**src/rtl/core/sult_pkg.sv**
```systemverilog
// Shared types, codes and elaboration helpers for the sorted label table.
package sult_pkg;

    localparam int DEPTH_DEF = 1024;
    localparam int RADIX     = 32;
    localparam int LABEL_W   = 32;
    localparam int INDEX_W   = 10;
    localparam int POS_FW    = 10;
    localparam int COUNT_FW  = 11;

    localparam logic [1:0] ACT_INSERT = 2'd0;
    localparam logic [1:0] ACT_READ   = 2'd1;
    localparam logic [1:0] ACT_CLEAR  = 2'd2;

    localparam logic [1:0] STAT_INSERTED = 2'd0;
    localparam logic [1:0] STAT_PRESENT  = 2'd1;
    localparam logic [1:0] STAT_FULL     = 2'd2;
    localparam logic [1:0] STAT_DONE     = 2'd3;

    typedef struct packed {
        logic [1:0]          action;
        logic [LABEL_W-1:0]  label;
        logic [INDEX_W-1:0]  index;
    } sult_cmd_t;

    typedef struct packed {
        logic [1:0]          status;
        logic [POS_FW-1:0]   position;
        logic [COUNT_FW-1:0] count;
        logic [LABEL_W-1:0]  read_value;
    } sult_res_t;

    // broadcast from the sequencer to every cell
    typedef struct packed {
        logic                shift;
        logic [LABEL_W-1:0]  label;
        logic [INDEX_W-1:0]  index;
    } sult_ctl_t;

    // word count after r radix reductions
    function automatic int reduce_count(input int n, input int r);
        int m;
        m = n;
        for (int i = 0; i < r; i++) begin
            m = (m + RADIX - 1) / RADIX;
        end
        return m;
    endfunction

    function automatic int tree_levels(input int n);
        int m;
        int l;
        m = n;
        l = 0;
        do begin
            m = (m + RADIX - 1) / RADIX;
            l++;
        end while (m > 1);
        return l;
    endfunction

    // first node of a level in the flat node array
    function automatic int level_offset(input int n, input int l);
        int s;
        s = 0;
        for (int i = 0; i < l; i++) begin
            s += reduce_count(n, i + 1);
        end
        return s;
    endfunction

endpackage

```
**src/rtl/core/sult_cell.sv**
```systemverilog
// One table cell: holds an entry, compares it with the label, shifts on insert.
module sult_cell #(
    parameter int IDX = 0,
    parameter int PW  = 10,
    parameter int CW  = 11
) (
    input  logic                               clk,
    input  logic                               rst_n,
    input  sult_pkg::sult_ctl_t                ctl,
    input  logic [CW-1:0]                      count,
    input  logic [sult_pkg::LABEL_W-1:0]       entry_prev,
    input  logic                               lt_prev,
    output logic [sult_pkg::LABEL_W-1:0]       entry,
    output logic                               lt,
    output logic [2+PW+sult_pkg::LABEL_W-1:0]  leaf
);

    localparam bit IDX_READABLE = IDX < (1 << sult_pkg::INDEX_W);

    logic [sult_pkg::LABEL_W-1:0] entry_reg, entry_next;
    logic                         lt_reg, lt_next;
    logic                         eq_reg, eq_next;
    logic                         hit_reg, hit_next;
    logic                         in_use;
    logic                         bnd;

    assign in_use = CW'(IDX) < count;
    // first cell not below the label: insertion point or match
    assign bnd    = !lt_reg && lt_prev;

    always_comb
    begin
        lt_next  = in_use && (entry_reg < ctl.label);
        eq_next  = in_use && (entry_reg == ctl.label);
        hit_next = in_use && IDX_READABLE
                   && (sult_pkg::INDEX_W'(IDX) == ctl.index);
        entry_next = entry_reg;
        if (ctl.shift)
        begin
            if (bnd)
                entry_next = ctl.label;
            else if (!lt_reg)
                entry_next = entry_prev;
        end
    end

    always_ff @(posedge clk or negedge rst_n)
    begin
        if (!rst_n)
        begin
            lt_reg  <= 1'b0;
            eq_reg  <= 1'b0;
            hit_reg <= 1'b0;
        end
        else
        begin
            lt_reg  <= lt_next;
            eq_reg  <= eq_next;
            hit_reg <= hit_next;
        end
    end

    always_ff @(posedge clk)
    begin
        entry_reg <= entry_next;
    end

    assign entry = entry_reg;
    assign lt    = lt_reg;
    assign leaf  = {eq_reg, bnd,
                    bnd ? PW'(IDX) : {PW{1'b0}},
                    hit_reg ? entry_reg : {sult_pkg::LABEL_W{1'b0}}};

endmodule

```
**config.mk**
```make
export PLATFORM = sky130hd
export DESIGN_NAME = sult_cell
export DESIGN_NICKNAME = d
export VERILOG_FILES = /design/src/rtl/core/sult_pkg.sv /design/src/rtl/core/sult_cell.sv
export SDC_FILE = /design/constraint.sdc
export NUM_CORES = 1
export LEC_CHECK = 0
export BUFFER_PORTS_ARGS = -buffer_cell sky130_fd_sc_hd__buf_2
export CAP_MARGIN = 20
export CORE_MARGIN = 3
export CORE_UTILIZATION = 39
export DETAILED_ROUTE_END_ITERATION = 7
export GPL_ROUTABILITY_DRIVEN = 0
export HOLD_SLACK_MARGIN = 0.05
export PLACE_DENSITY_LB_ADDON = 0.2
export SYNTH_ARGS = -nofsm -noshare
export SYNTH_HDL_FRONTEND = slang
export SYNTH_SLANG_ARGS = --single-unit
```
**constraint.sdc**
```tcl
create_clock -name clk -period 2.4 [get_ports clk]
set_input_delay 0.12 -clock clk [delete_from_list [all_inputs] [get_ports clk]]
set_output_delay 0.12 -clock clk [all_outputs]
set_load 0.02 [all_outputs]
```
Yosys cells after proc, flatten, opt, wreduce, memory -nomap -nowiden --
Cells that the tools add are included.
Operators by class: order comparisons 2, eq/ne operators 2, multiplexer cells 3, reduce and logical (&&, ||, !) cells 7
Operators by type and width (count):
- 2-to-1 mux 32 bit | 3
- == test 32 bit | 1
- less-than comparator 32 bit | 1
- less-than comparator 1 x 11 -> 1 bit (first input constant) | 1
- zero test 10 bit | 1
- logical AND 1 bit | 4
- inequality test 2 x 1 -> 1 bit (second input constant) | 1
- AND reduction 2 bit | 1
- zero test 1 bit | 1
Word-level totals: bits in registers 35, bits of input ports 89, output and inout bits 77

Depth between registers and ports, before layout --
depth in word-level cells 4, gate-level depth with buffers 7, mapped depth without buffers 7

Worst setup path before layout --
No wires, ideal clock.
kind register to register, from register lt_reg (netlist: lt), to register entry_reg, in the netlist entry[0], enable pin, arrival 1927 ps, data required time 1976 ps, path slack 49 ps, cell stages (with the launch flop) 2, path buffers 0, clock period less this slack 2351 ps, path through dfrtp_1 -> nor2b_1
Between the ends: longest elaborated chain between the ends 4
RTL lines:
- start: declaration | line sult_cell.sv:21 | logic lt_reg, lt_next;
- start signal: assignment | line sult_cell.sv:57 | lt_reg <= lt_next;
- zero test 1 bit
- logical AND 1 bit | line sult_cell.sv:29 | assign bnd = !lt_reg && lt_prev;
- inequality test 2 x 1 -> 1 bit (no source line) (*)
- AND reduction 2 bit (no source line) (*)
- end signal: assignment | line sult_cell.sv:65 | entry_reg <= entry_next;
- end: declaration | line sult_cell.sv:20 | logic [sult_pkg::LABEL_W-1:0] entry_reg, entry_next;
Every way passes the cells marked *; elsewhere a longest branch is shown, timed or not. A chain may end at the register's enable or synchronous reset.

Worst setup path in the final report --
from register entry_reg, in the netlist entry[23], to register lt_reg (netlist: lt)
Between the ends: longest elaborated chain between the ends 2
RTL lines:
- less-than comparator 32 bit | line sult_cell.sv:33 | lt_next = in_use && (entry_reg < ctl.label);
- logical AND 1 bit | line sult_cell.sv:33
- named net lt_next | line sult_cell.sv:21
The timed path passes the listed nets, and every way through them passes these cells.

==> flow_metrics.tcl <==
set metrics [dict create \
    run_status "completed" \
    dp.final_hpwl_mm 5.06 \
    grt_setup_unrepaired "no" \
    diodes 0 \
    hold_class "in -> reg" \
    power_density_nw_per_um2 454 \
    report.final.hold_viol_count 0 \
    drtIter0Drc 43 \
    yosys.area_share.simple_pct 16.4 \
    hold-path-cell-count 2 \
    remaining_global_route_overflow 0 \
    ys_types 30 \
    timing.critical_path.cells "ha_1 > a21oi_1 > o21ai_0 > a221oi_1 > o22ai_1 > nor3_2" \
    grt_max_degree 34 \
    crit_family "compound AO/OA/AOI/OAI gates" \
    clkSlewWorstSetupHoldPaths_ns 0.07 \
    timing.critical_path.from_type "flip-flop" \
    grt_pass1_vias 2114 \
    critical_path_arrival_ns 1.95 \
    dr_total_vias 2257 \
    seq_area_frac_synth_pct 39.5 \
    r2r_slack_ns 0.65 \
    die_area_um2 7750 \
    grt_usage_pct 15.8 \
    count_of_endpoints_failing_setup_in_the_final_report 0 \
    tritoncts "done" \
    period_minus_slack_ns 1.75 \
    wirelength_mm 6.32 \
    worst_ir_drop_vdd_v 0.000203 \
    synth_area_per_cell_um2 10.7 \
    critical-path-max-stage-delay_ns 0.42 \
    die_y_um 88.0 \
    share_of_the_core_filled_with_cells_in_the_final_layout_pct 54.7 \
    synth_top_family_by_area "simple AND/OR/NAND/NOR gates" \
    area_fraction_in_compound_gates_after_synthesis_pct 4.96 \
    multi_input_area_um2 1370 \
    r2r_start "entry[23]$_DFFE_PP_" \
    clock_latency_ns 0.28 \
    area_delta_synth_final_pct 33.9 \
    worst_pin_slew_ns 0.800 \
    grt_antenna_before_repair 0 \
    post-route-period-util_pct 72.7 \
    hold_path_end "entry[25]$_DFFE_PP_" \
    yosys-mux-area-fraction_pct 13.7 \
    timing.critical_path.depth 6 \
    number_of_max_cap_violations 0 \
    total_leakage_power_nw 1.86 \
    setup_total_negative_slack_ns 0 \
    htree_levels 2 \
    setup.worst_path.class "reg -> reg" \
    clock_sink_count 35 \
    finClkSkew_ns 0.00589 \
    core.rowCount 29 \
    post_synth_fa_ha_maj_area_fraction_pct 15.3 \
    clk_path_buf_depth 2 \
    post_synthesis_instance_total 246 \
    drc 0 \
    largest_register_ff_count 32 \
    synth-seq-cells 35 \
    regArea_um2 1040 \
    dieWidth_um 88.0 \
    worst_hold_startpoint "entry_prev[25]" \
    maxClockFrequency_mhz 573 \
    initial_core_util_pct 40.9 \
    endpoint_kind "flip-flop" \
    timing.rr.end "lt$_DFF_PN0_" \
    fp.coreArea_um2 6420 \
    timing.slew.headroom_pct 46.7 \
    viasPerCell 4.71 \
    fin_ws_ns 0.654 \
    post_place_setup_slack_ns 0.732 \
    cts-root-buf "sky130_fd_sc_hd__clkbuf_8" \
    timing.critical_path.fanout_max 3 \
    nets 522 \
    layout-drive-gt1-share_pct 49.8 \
    ctsResizeCount 0 \
    postCtsHoldBufs 1 \
    first_pass_grt_wire_length_mm 9.54 \
    cpMaxStageDelayCell "sky130_fd_sc_hd__a221oi_1" \
    cts_inserted_buffers 5 \
    slew_violations 0 \
    rr_worst_depth 6 \
    wl_per_cell_um 13.2 \
    postCtsSetupBuffers 0 \
    synth_warn 0 \
    synth_area_um2 2630 \
    drt_pre_antenna_iters 4 \
    placement.io_buffers 155 \
    synth_xor_area_share_pct 0 \
    data_required_time_of_the_critical_path_ns 2.60 \
    path_buf_inv 0 \
    drt.antenna.violating_nets 0 \
    floorplan.io_pins 166 \
    layout.filler_cells 612 \
]
## worst reg2reg max path: stages (launching register included)
cell                       delay, ns
sky130_fd_sc_hd__edfxtp_1       0.40
sky130_fd_sc_hd__ha_1           0.33
sky130_fd_sc_hd__a21oi_1        0.16
sky130_fd_sc_hd__o21ai_0        0.10
sky130_fd_sc_hd__a221oi_1       0.42
sky130_fd_sc_hd__o22ai_1        0.16
sky130_fd_sc_hd__nor3_2         0.11
## area by class of cell
cell class / instances / share of cell area (%)
Timing Repair Buffer: 158 / 22.8
Clock buffer: 7 / 2.17
Sequential cell: 35 / 29.5
Multi-Input combinational cell: 167 / 39.1
Inverter: 34 / 3.63
Clock inverter: 1 / 0.142
Tap cell: 77 / 2.74
## cell usage after synthesis, drive strengths merged
| library cell | count | area share, % |
|---|---|---|
| o21ai | 4 | 0.76 |
| mux2 | 32 | 14 |
| buf | 16 | 4.8 |
| nand4 | 7 | 1.7 |
| a21o | 1 | 0.29 |
| clkbuf | 3 | 0.43 |
| nand2 | 9 | 1.3 |
| o2111a | 1 | 0.43 |
| dfrtp | 3 | 2.9 |
| or4 | 1 | 0.43 |
| edfxtp | 32 | 37 |
| and2 | 32 | 7.6 |
| o211ai | 1 | 0.29 |
| inv | 34 | 4.9 |
| nor2b | 4 | 0.95 |
| a21oi | 12 | 2.3 |
| a221oi | 2 | 0.67 |
| nor3 | 5 | 1.3 |
| nor4 | 4 | 0.95 |
| and4 | 2 | 0.67 |
| conb | 1 | 0.14 |
| nand4b | 1 | 0.33 |
| nand3 | 4 | 0.76 |
| o22ai | 1 | 0.24 |
| nor2 | 1 | 0.14 |
| ha | 32 | 15 |
| and3 | 1 | 0.24 |
## logic make-up after synthesis
| kind of cell | after synthesis |
|---|---|
| other | 1 |
| multiplexers | 32 |
| flip-flops | 35 |
| adder cells (fa/ha/maj) | 32 |
| AND/OR/NAND/NOR | 71 |
| AO/OA/AOI/OAI | 22 |
| buffers and inverters | 53 |
## routing by layer
| metal | up-vias | GRT usage (%) | part of all wire [%] |
|---|---|---|---|
| met2 | 99 | 27.3 | 48 |
| met5 | - | 0 | 0 |
| li1 | 1157 | - | - |
| met3 | 2 | 5.46 | 10 |
| met4 | 0 | 3.71 | 0.46 |
| met1 | 999 | 19.1 | 42 |
## worst max path at each step
| stage | startpoint | end | slack (ns) |
|---|---|---|---|
| floorplan | lt$_DFF_PN0_ | entry[0]$_DFFE_PP_ | 0.05 |
| global placement | entry[27]$_DFFE_PP_ | lt$_DFF_PN0_ | 0.77 |
| detailed placement | entry[27]$_DFFE_PP_ | lt$_DFF_PN0_ | 0.73 |
| CTS | hit_reg$_DFF_PN0_ | leaf[31] | 0.68 |
| global route | entry[27]$_DFFE_PP_ | lt$_DFF_PN0_ | 0.56 |
| finish | entry[23]$_DFFE_PP_ | lt$_DFF_PN0_ | 0.65 |
## power by group
group          internal, mW  switching [mW]
combinational         0.198           0.230
clock                 0.204           0.207
sequential            0.726          0.0306
## layout by cell type, fill, tap and decap left out, types with 3 or more instances in the layout
master and n:
sky130_fd_sc_hd__a21oi_1 12, sky130_fd_sc_hd__nor4_1 4, sky130_fd_sc_hd__edfxtp_1 32, sky130_fd_sc_hd__nand2_1 9
sky130_fd_sc_hd__ha_1 32, sky130_fd_sc_hd__nand3_1 4, sky130_fd_sc_hd__and2_1 32, sky130_fd_sc_hd__buf_2 155
sky130_fd_sc_hd__nor3_1 3, sky130_fd_sc_hd__nand4_1 7, sky130_fd_sc_hd__dfrtp_1 3, sky130_fd_sc_hd__mux2_2 32
sky130_fd_sc_hd__inv_1 34, sky130_fd_sc_hd__o21ai_0 4, sky130_fd_sc_hd__clkbuf_8 5, sky130_fd_sc_hd__conb_1 10
## per-stage QoR
stage / power (mW) / cells / hold WS, ns / area, um^2
3_5_place_dp: 1.20 / 470 / -0.0803 / 3420
2_1_floorplan: 1.05 / 255 / -0.176 / 2660
6_report: 1.60 / 479 / 0.137 / 3520
3_3_place_gp: 1.19 / 470 / -0.0794 / 3420
4_1_cts: 1.63 / 479 / 0.120 / 3520
5_1_grt: 1.70 / 479 / 0.121 / 3520
(Power assumes the default switching activity.)
